`src/design/lzmd_pkg.sv`:
```
// ----------------------------------------------------------------------------
// lzmd_pkg
// Shared constants, types and the match token decoder of the LZ marker token
// decompressor.
// ----------------------------------------------------------------------------
package lzmd_pkg;

  localparam int HISTORY_BYTES_DEF = 16384;
  localparam int CHUNK_BYTES_DEF   = 32;
  localparam int MAX_CHUNK         = 32;
  localparam int LANE_W            = 64;
  localparam int LANES             = 4;
  localparam int OUT_CNT_W         = 6;

  localparam int COUNT_W = 11;
  localparam int DIST_W  = 14;
  localparam int PROD_W  = 14;
  localparam logic [PROD_W-1:0] PRODUCED_MAX = 14'd16383;

  localparam logic [8:0]  FLAG_FETCH  = 9'h001;
  localparam logic [11:0] SHORT_BIAS  = 12'd32;
  localparam logic [COUNT_W-1:0] COUNT_BIAS = 11'd3;

  typedef struct packed {
    logic [COUNT_W-1:0] count;
    logic [DIST_W-1:0]  reach;
  } match_t;

  // byte request from the engine to the chunk packer
  typedef struct packed {
    logic       vld;
    logic       has_byte;
    logic [7:0] data;
    logic       run_end;
    logic       strm_end;
    logic       trunc;
  } req_t;

  function automatic match_t decode_token(input logic [15:0] tok);
    match_t     m;
    logic [11:0] off;
    if (tok[15]) begin
      m.count = {1'b0, tok[14:5]} + COUNT_BIAS;
      off     = {7'd0, tok[4:0]};
    end else begin
      m.count = {7'd0, tok[14:11]} + COUNT_BIAS;
      off     = {1'b0, tok[10:0]} + SHORT_BIAS;
    end
    m.reach = {off + 12'd1, 2'b00};
    return m;
  endfunction

endpackage

```
`src/design/lzmd_packer.sv`:
```
// ----------------------------------------------------------------------------
// lzmd_packer
// Gathers output bytes into chunks and holds the finished chunk in the
// output register.
// ----------------------------------------------------------------------------
module lzmd_packer #(
  parameter int CHUNK_BYTES = lzmd_pkg::CHUNK_BYTES_DEF
) (
  input  logic                               clk,
  input  logic                               rst_n,
  input  lzmd_pkg::req_t                     req,
  output logic                               pk_ready,
  output logic                               out_valid,
  input  logic                               out_ready,
  output logic [lzmd_pkg::LANES-1:0][lzmd_pkg::LANE_W-1:0] out_lanes,
  output logic [lzmd_pkg::OUT_CNT_W-1:0]     out_byte_count,
  output logic                               out_last_of_run,
  output logic                               out_stream_end,
  output logic                               out_truncated
);
  import lzmd_pkg::*;

  localparam int CW = $clog2(CHUNK_BYTES);
  localparam int NW = $clog2(CHUNK_BYTES + 1);

  logic [7:0]    asm_r [CHUNK_BYTES];
  logic [NW-1:0] cnt_r, cnt_nxt, cnt_inc;
  logic          closes, take;

  logic                             out_vld_r, out_vld_nxt;
  logic [LANES*LANE_W-1:0]          lanes_r, lanes_nxt;
  logic [OUT_CNT_W-1:0]             bcnt_r;
  logic                             run_end_r, strm_end_r, trunc_r;
  logic [7:0]                       chunk_byte [MAX_CHUNK];

  assign cnt_inc  = cnt_r + 1'b1;
  assign closes   = !req.has_byte || req.run_end || (cnt_inc == NW'(CHUNK_BYTES));
  assign pk_ready = !closes || !out_vld_r || out_ready;
  assign take     = req.vld && pk_ready;

  for (genvar k = 0; k < MAX_CHUNK; k++) begin : g_byte
    if (k < CHUNK_BYTES) begin : g_live
      assign chunk_byte[k] = !req.has_byte || (NW'(k) >= cnt_inc) ? 8'd0 :
                             (NW'(k) == cnt_r) ? req.data : asm_r[k];
    end else begin : g_zero
      assign chunk_byte[k] = 8'd0;
    end
    assign lanes_nxt[8*k +: 8] = chunk_byte[k];
  end

  always_comb begin
    cnt_nxt     = cnt_r;
    out_vld_nxt = out_vld_r;
    if (out_ready) begin
      out_vld_nxt = 1'b0;
    end
    if (take) begin
      cnt_nxt = closes ? '0 : cnt_inc;
      if (closes) begin
        out_vld_nxt = 1'b1;
      end
    end
  end

  always_ff @(posedge clk) begin
    if (!rst_n) begin
      cnt_r     <= '0;
      out_vld_r <= 1'b0;
    end else begin
      cnt_r     <= cnt_nxt;
      out_vld_r <= out_vld_nxt;
    end
  end

  always_ff @(posedge clk) begin
    if (take && req.has_byte) begin
      asm_r[cnt_r[CW-1:0]] <= req.data;
    end
    if (take && closes) begin
      lanes_r    <= lanes_nxt;
      bcnt_r     <= req.has_byte ? OUT_CNT_W'(cnt_inc) : '0;
      run_end_r  <= req.run_end;
      strm_end_r <= req.strm_end && req.run_end;
      trunc_r    <= req.trunc;
    end
  end

  assign out_valid       = out_vld_r;
  assign out_lanes       = lanes_r;
  assign out_byte_count  = bcnt_r;
  assign out_last_of_run = run_end_r;
  assign out_stream_end  = strm_end_r;
  assign out_truncated   = trunc_r;

endmodule

```
`config.mk`:
```
export PLATFORM = sky130hd
export DESIGN_NAME = lzmd_packer
export DESIGN_NICKNAME = d
export VERILOG_FILES = /design/src/design/lzmd_pkg.sv /design/src/design/lzmd_packer.sv
export SDC_FILE = /design/constraint.sdc
export NUM_CORES = 1
export LEC_CHECK = 0
export BUFFER_PORTS_ARGS = -buffer_cell sky130_fd_sc_hd__buf_2
export CAP_MARGIN = 10
export CORE_AREA = 3 3 221 223
export CTS_BUF_LIST = sky130_fd_sc_hd__clkbuf_8
export DETAILED_ROUTE_END_ITERATION = 8
export DIE_AREA = 0 0 224 226
export PLACE_DENSITY = 0.69
export SETUP_SLACK_MARGIN = 0.15
export SYNTH_ARGS = -nofsm -noshare
export SYNTH_HDL_FRONTEND = slang
export SYNTH_SLANG_ARGS = --single-unit
```
`constraint.sdc`:
```
create_clock -name clk -period 16.2 [get_ports clk]
set_input_delay 0.81 -clock clk [delete_from_list [all_inputs] [get_ports clk]]
set_output_delay 0.81 -clock clk [all_outputs]
set_load 0.01 [all_outputs]
```
==> metrics.yaml <==
outcome:
  status: "completed"
worst_setup_path:
  crit_path_start_kind: "register"
  r2r_slack_ns: 12.50
  worstPathRequired_ns: 15.39
  worstPathMaxFanout: 23
  crit_type: "reg2out"
  reg2regPathDepth: 6
  worstPathArrival_ns: 3.24
  rr_startpoint: "cnt_r[2]$_SDFFE_PN0N_"
  crit_start: "cnt_r[2]$_SDFFE_PN0N_"
  critPathCaptureType: "output port"
  r2r-end: "asm_r[21][5]$_DFFE_PP_"
synth:
  synth.area.top_cells: "edfxtp_1 74%, mux2i_1 5.4%, nand2_1 3.8%"
  yosysMostFrequentCell: "edfxtp_1"
  syn-num-nets: 1509
  synth_cells: 1486
  synth_top_cells_by_count: "521 x edfxtp_1, 212 x nand2_1, 162 x nor2_1"
  syn-cell-area_sq_um: 21000
  ys_warn_count: 0
  yosys.area.top_type_share_pct: 74.5
  synth_cell_type_count: 52
  ys_ff_latch: 528
  synth_edf_count: 521
  yosysSeqAreaShare_pct: 75.1
  synth.avg_cell_area_sq_um: 14.1
  synth_top_area_cell: "edfxtp_1"
  synthFlopType: "edfxtp_1"
  async_flop_share_pct: 0
route:
  antenna_left: 0
  vias_per_cell: 5.41
  wl_per_cell_microns: 21.7
  vias: 13400
  dr.first_iter.drc_count: 1205
  drt-pass1-iter-count: 5
  drcViolationCount: 0
  drt_wl_total_mm: 53.7
cts:
  postCtsResizedCells: 0
  cts_inserted_buffers: 84
  cts_buffer_depth: 3
  cts_tree: "done"
  clk_latency_ns: 0.67
  ctsHoldBuffers: 0
  cts.clk_slew.worst_paths_ns: 0.06
  cts_root_buf: "clkbuf_8"
  cts.sink_count: 528
  cts_setup_buffers: 0
  h-tree-depth: 3
sta:
  maxSlewViolCount: 0
  finalCritPeriodShare_pct: 25.0
  setup_viol: 0
  slew_headroom_pct: 20.8
  hold_slack_ns: 0.331
  worst_pin_slew_ns: 1.19
  final_hold_viol_count: 0
  fmax_mhz: 247
  rsz0062_at_grt: "no"
  period_needed_ns: 4.05
  setup-tns-final_ns: 0
  finClkSkew_ns: 0.0255
grt:
  grt_start_max_net_pins: 186
  grt_usage_pct: 21.1
  grt_pass1_wl_mm: 80.2
  gr-total-overflow: 0
  antenna_found_initial: 1
  grt_pass1_vias: 13000
worst_hold_path:
  hold_path.class: "in2reg"
  hold_start: "req[0]"
  min_to: "out_truncated$_DFFE_PP_"
  hold-path-cell-count: 1
pwr:
  p_switching_mw: 0.615
  power.density_nw_per_um2: 111
  clkPwrFrac_pct: 38.7
  internal_power_mw: 2.11
  vdd_drop_max_mv: 0.0547
  p_total_mw: 2.72
  swShare_pct: 22.6
  power.leakage_nw: 8.95
  comb_power_share_pct: 4.3
  seqPwrFrac_pct: 56.9
layout:
  multiInputGateArea_sq_um: 4920
  num-nets-final: 1819
  fill_cells: 3904
  final_layout_size_suffix_gt1_share_pct: 24.6
  syn2layout_area_growth_pct: 17.1
  regArea_sq_um: 15800
run:
  drv_cap: 0
die:
  ioPinCount: 283
  core_sq_um: 46800
  std_cell_rows: 79
  start_util_pct: 44.9
  die-width_microns: 224
  die_y_microns: 226
  die_area_sq_um: 50600
placed_design:
  numPortBuffers: 282
  post-dp-hpwl_mm: 33.0
  place.gp.congestion: 0.884
## per-stage QoR
step	setup slack (ns)	instance area, sq um	utilization, %	std cells
2_1_floorplan	2.65	21000	-	1486
5_1_grt	11.96	24600	52.6	2472
4_1_cts	12.14	24600	52.6	2471
3_3_place_gp	12.71	23000	49.3	2317
6_report	12.15	24600	52.6	2473
3_5_place_dp	12.53	23000	49.3	2317
## layer usage
metal | part of all wire (%) | up-vias | global-route usage [%]
met1 | 42 | 6565 | 28.8
met3 | 7.5 | 85 | 4.60
met2 | 48 | 606 | 33.6
li1 | - | 6126 | -
met5 | 0 | - | 0
met4 | 2.3 | 0 | 7.39
## power by group through the flow
stage | clock network, mW | registers (mW) | logic [mW]
global placement | 0 | 1.58 | 0.118
floorplan | 0 | 1.61 | 0.0357
global route | 1.16 | 1.55 | 0.127
CTS | 1.09 | 1.55 | 0.120
finish | 1.06 | 1.55 | 0.118
detailed placement | 0 | 1.58 | 0.120
## kinds of logic after synthesis
kind of cell | count (synthesis) | share of synthesized area (%)
muxes | 114 | 5.43
AOI/OAI and AO/OA | 210 | 5.97
buffers and inverters | 81 | 1.63
DFF | 528 | 75.1
and+or+nand+nor | 543 | 11.3
xor gates and xnor gates | 3 | 0.161
adders and majority gates | 7 | 0.417
## layout make-up
type | instances | area share (%)
inverter | 7 | 0.107
timing repair buffer | 298 | 6.28
clock inverter | 68 | 1.52
clock buffer | 86 | 4.81
sequential | 528 | 64.2
multi-input combinational | 877 | 20.0
antenna | 2 | 0.0203
tap | 607 | 3.09
## how the worst max path moves through the flow
| stage | slack, ns | cells past startpoint | end |
|---|---|---|---|
| final | 12.15 | 6 | pk_ready |
| after detailed placement | 12.53 | 6 | asm_r[21][6]$_DFFE_PP_ |
| after global routing | 11.96 | 6 | pk_ready |
| after global placement | 12.71 | 6 | asm_r[21][1]$_DFFE_PP_ |
| after CTS | 12.14 | 6 | pk_ready |
| after floorplan | 2.65 | 6 | out_byte_count[0]$_SDFFCE_PN0P_ |
## layout by cell type (no fill, tap or decap), drive strengths merged, types with 2 or more instances in the layout
cell / Yosys / layout
a211oi: 2 / 2
a21boi: 4 / 4
a21oi: 144 / 144
a31oi: 2 / 2
and2: 8 / 8
and3: 3 / 3
buf: 19 / 298
bufinv: 0 / 3
clkbuf: 55 / 86
clkinv: 1 / 31
clkinvlp: 0 / 5
dfxtp: 7 / 7
diode: 0 / 2
edfxtp: 521 / 521
ha: 7 / 7
inv: 6 / 36
mux2i: 114 / 114
nand2: 213 / 213
nand2b: 7 / 7
nand3: 101 / 101
nand3b: 5 / 5
nand4: 10 / 10
nor2: 173 / 173
nor2b: 7 / 7
nor3: 8 / 8
nor3b: 2 / 2
o2111ai: 12 / 12
o21ai: 41 / 41
o31ai: 2 / 2
or2: 2 / 2
or3: 2 / 2
xor2: 2 / 2
## worst max-delay path: stages, from the launching register on
cell and delay (ns):
dfxtp_1 0.87, and3_1 0.27, ha_1 0.27, nor3_2 0.37, a21oi_1 0.25, or2_2 0.36
buf_2 0.17
## registers in the layout, summed over array words and instances, names as in the netlist
signal	count
out_truncated	1
asm_r	256
out_byte_count	6
cnt_r	6
out_valid	1
out_lanes	256
out_stream_end	1
out_last_of_run	1
Note: power is estimated with default switching activity, not from simulation.
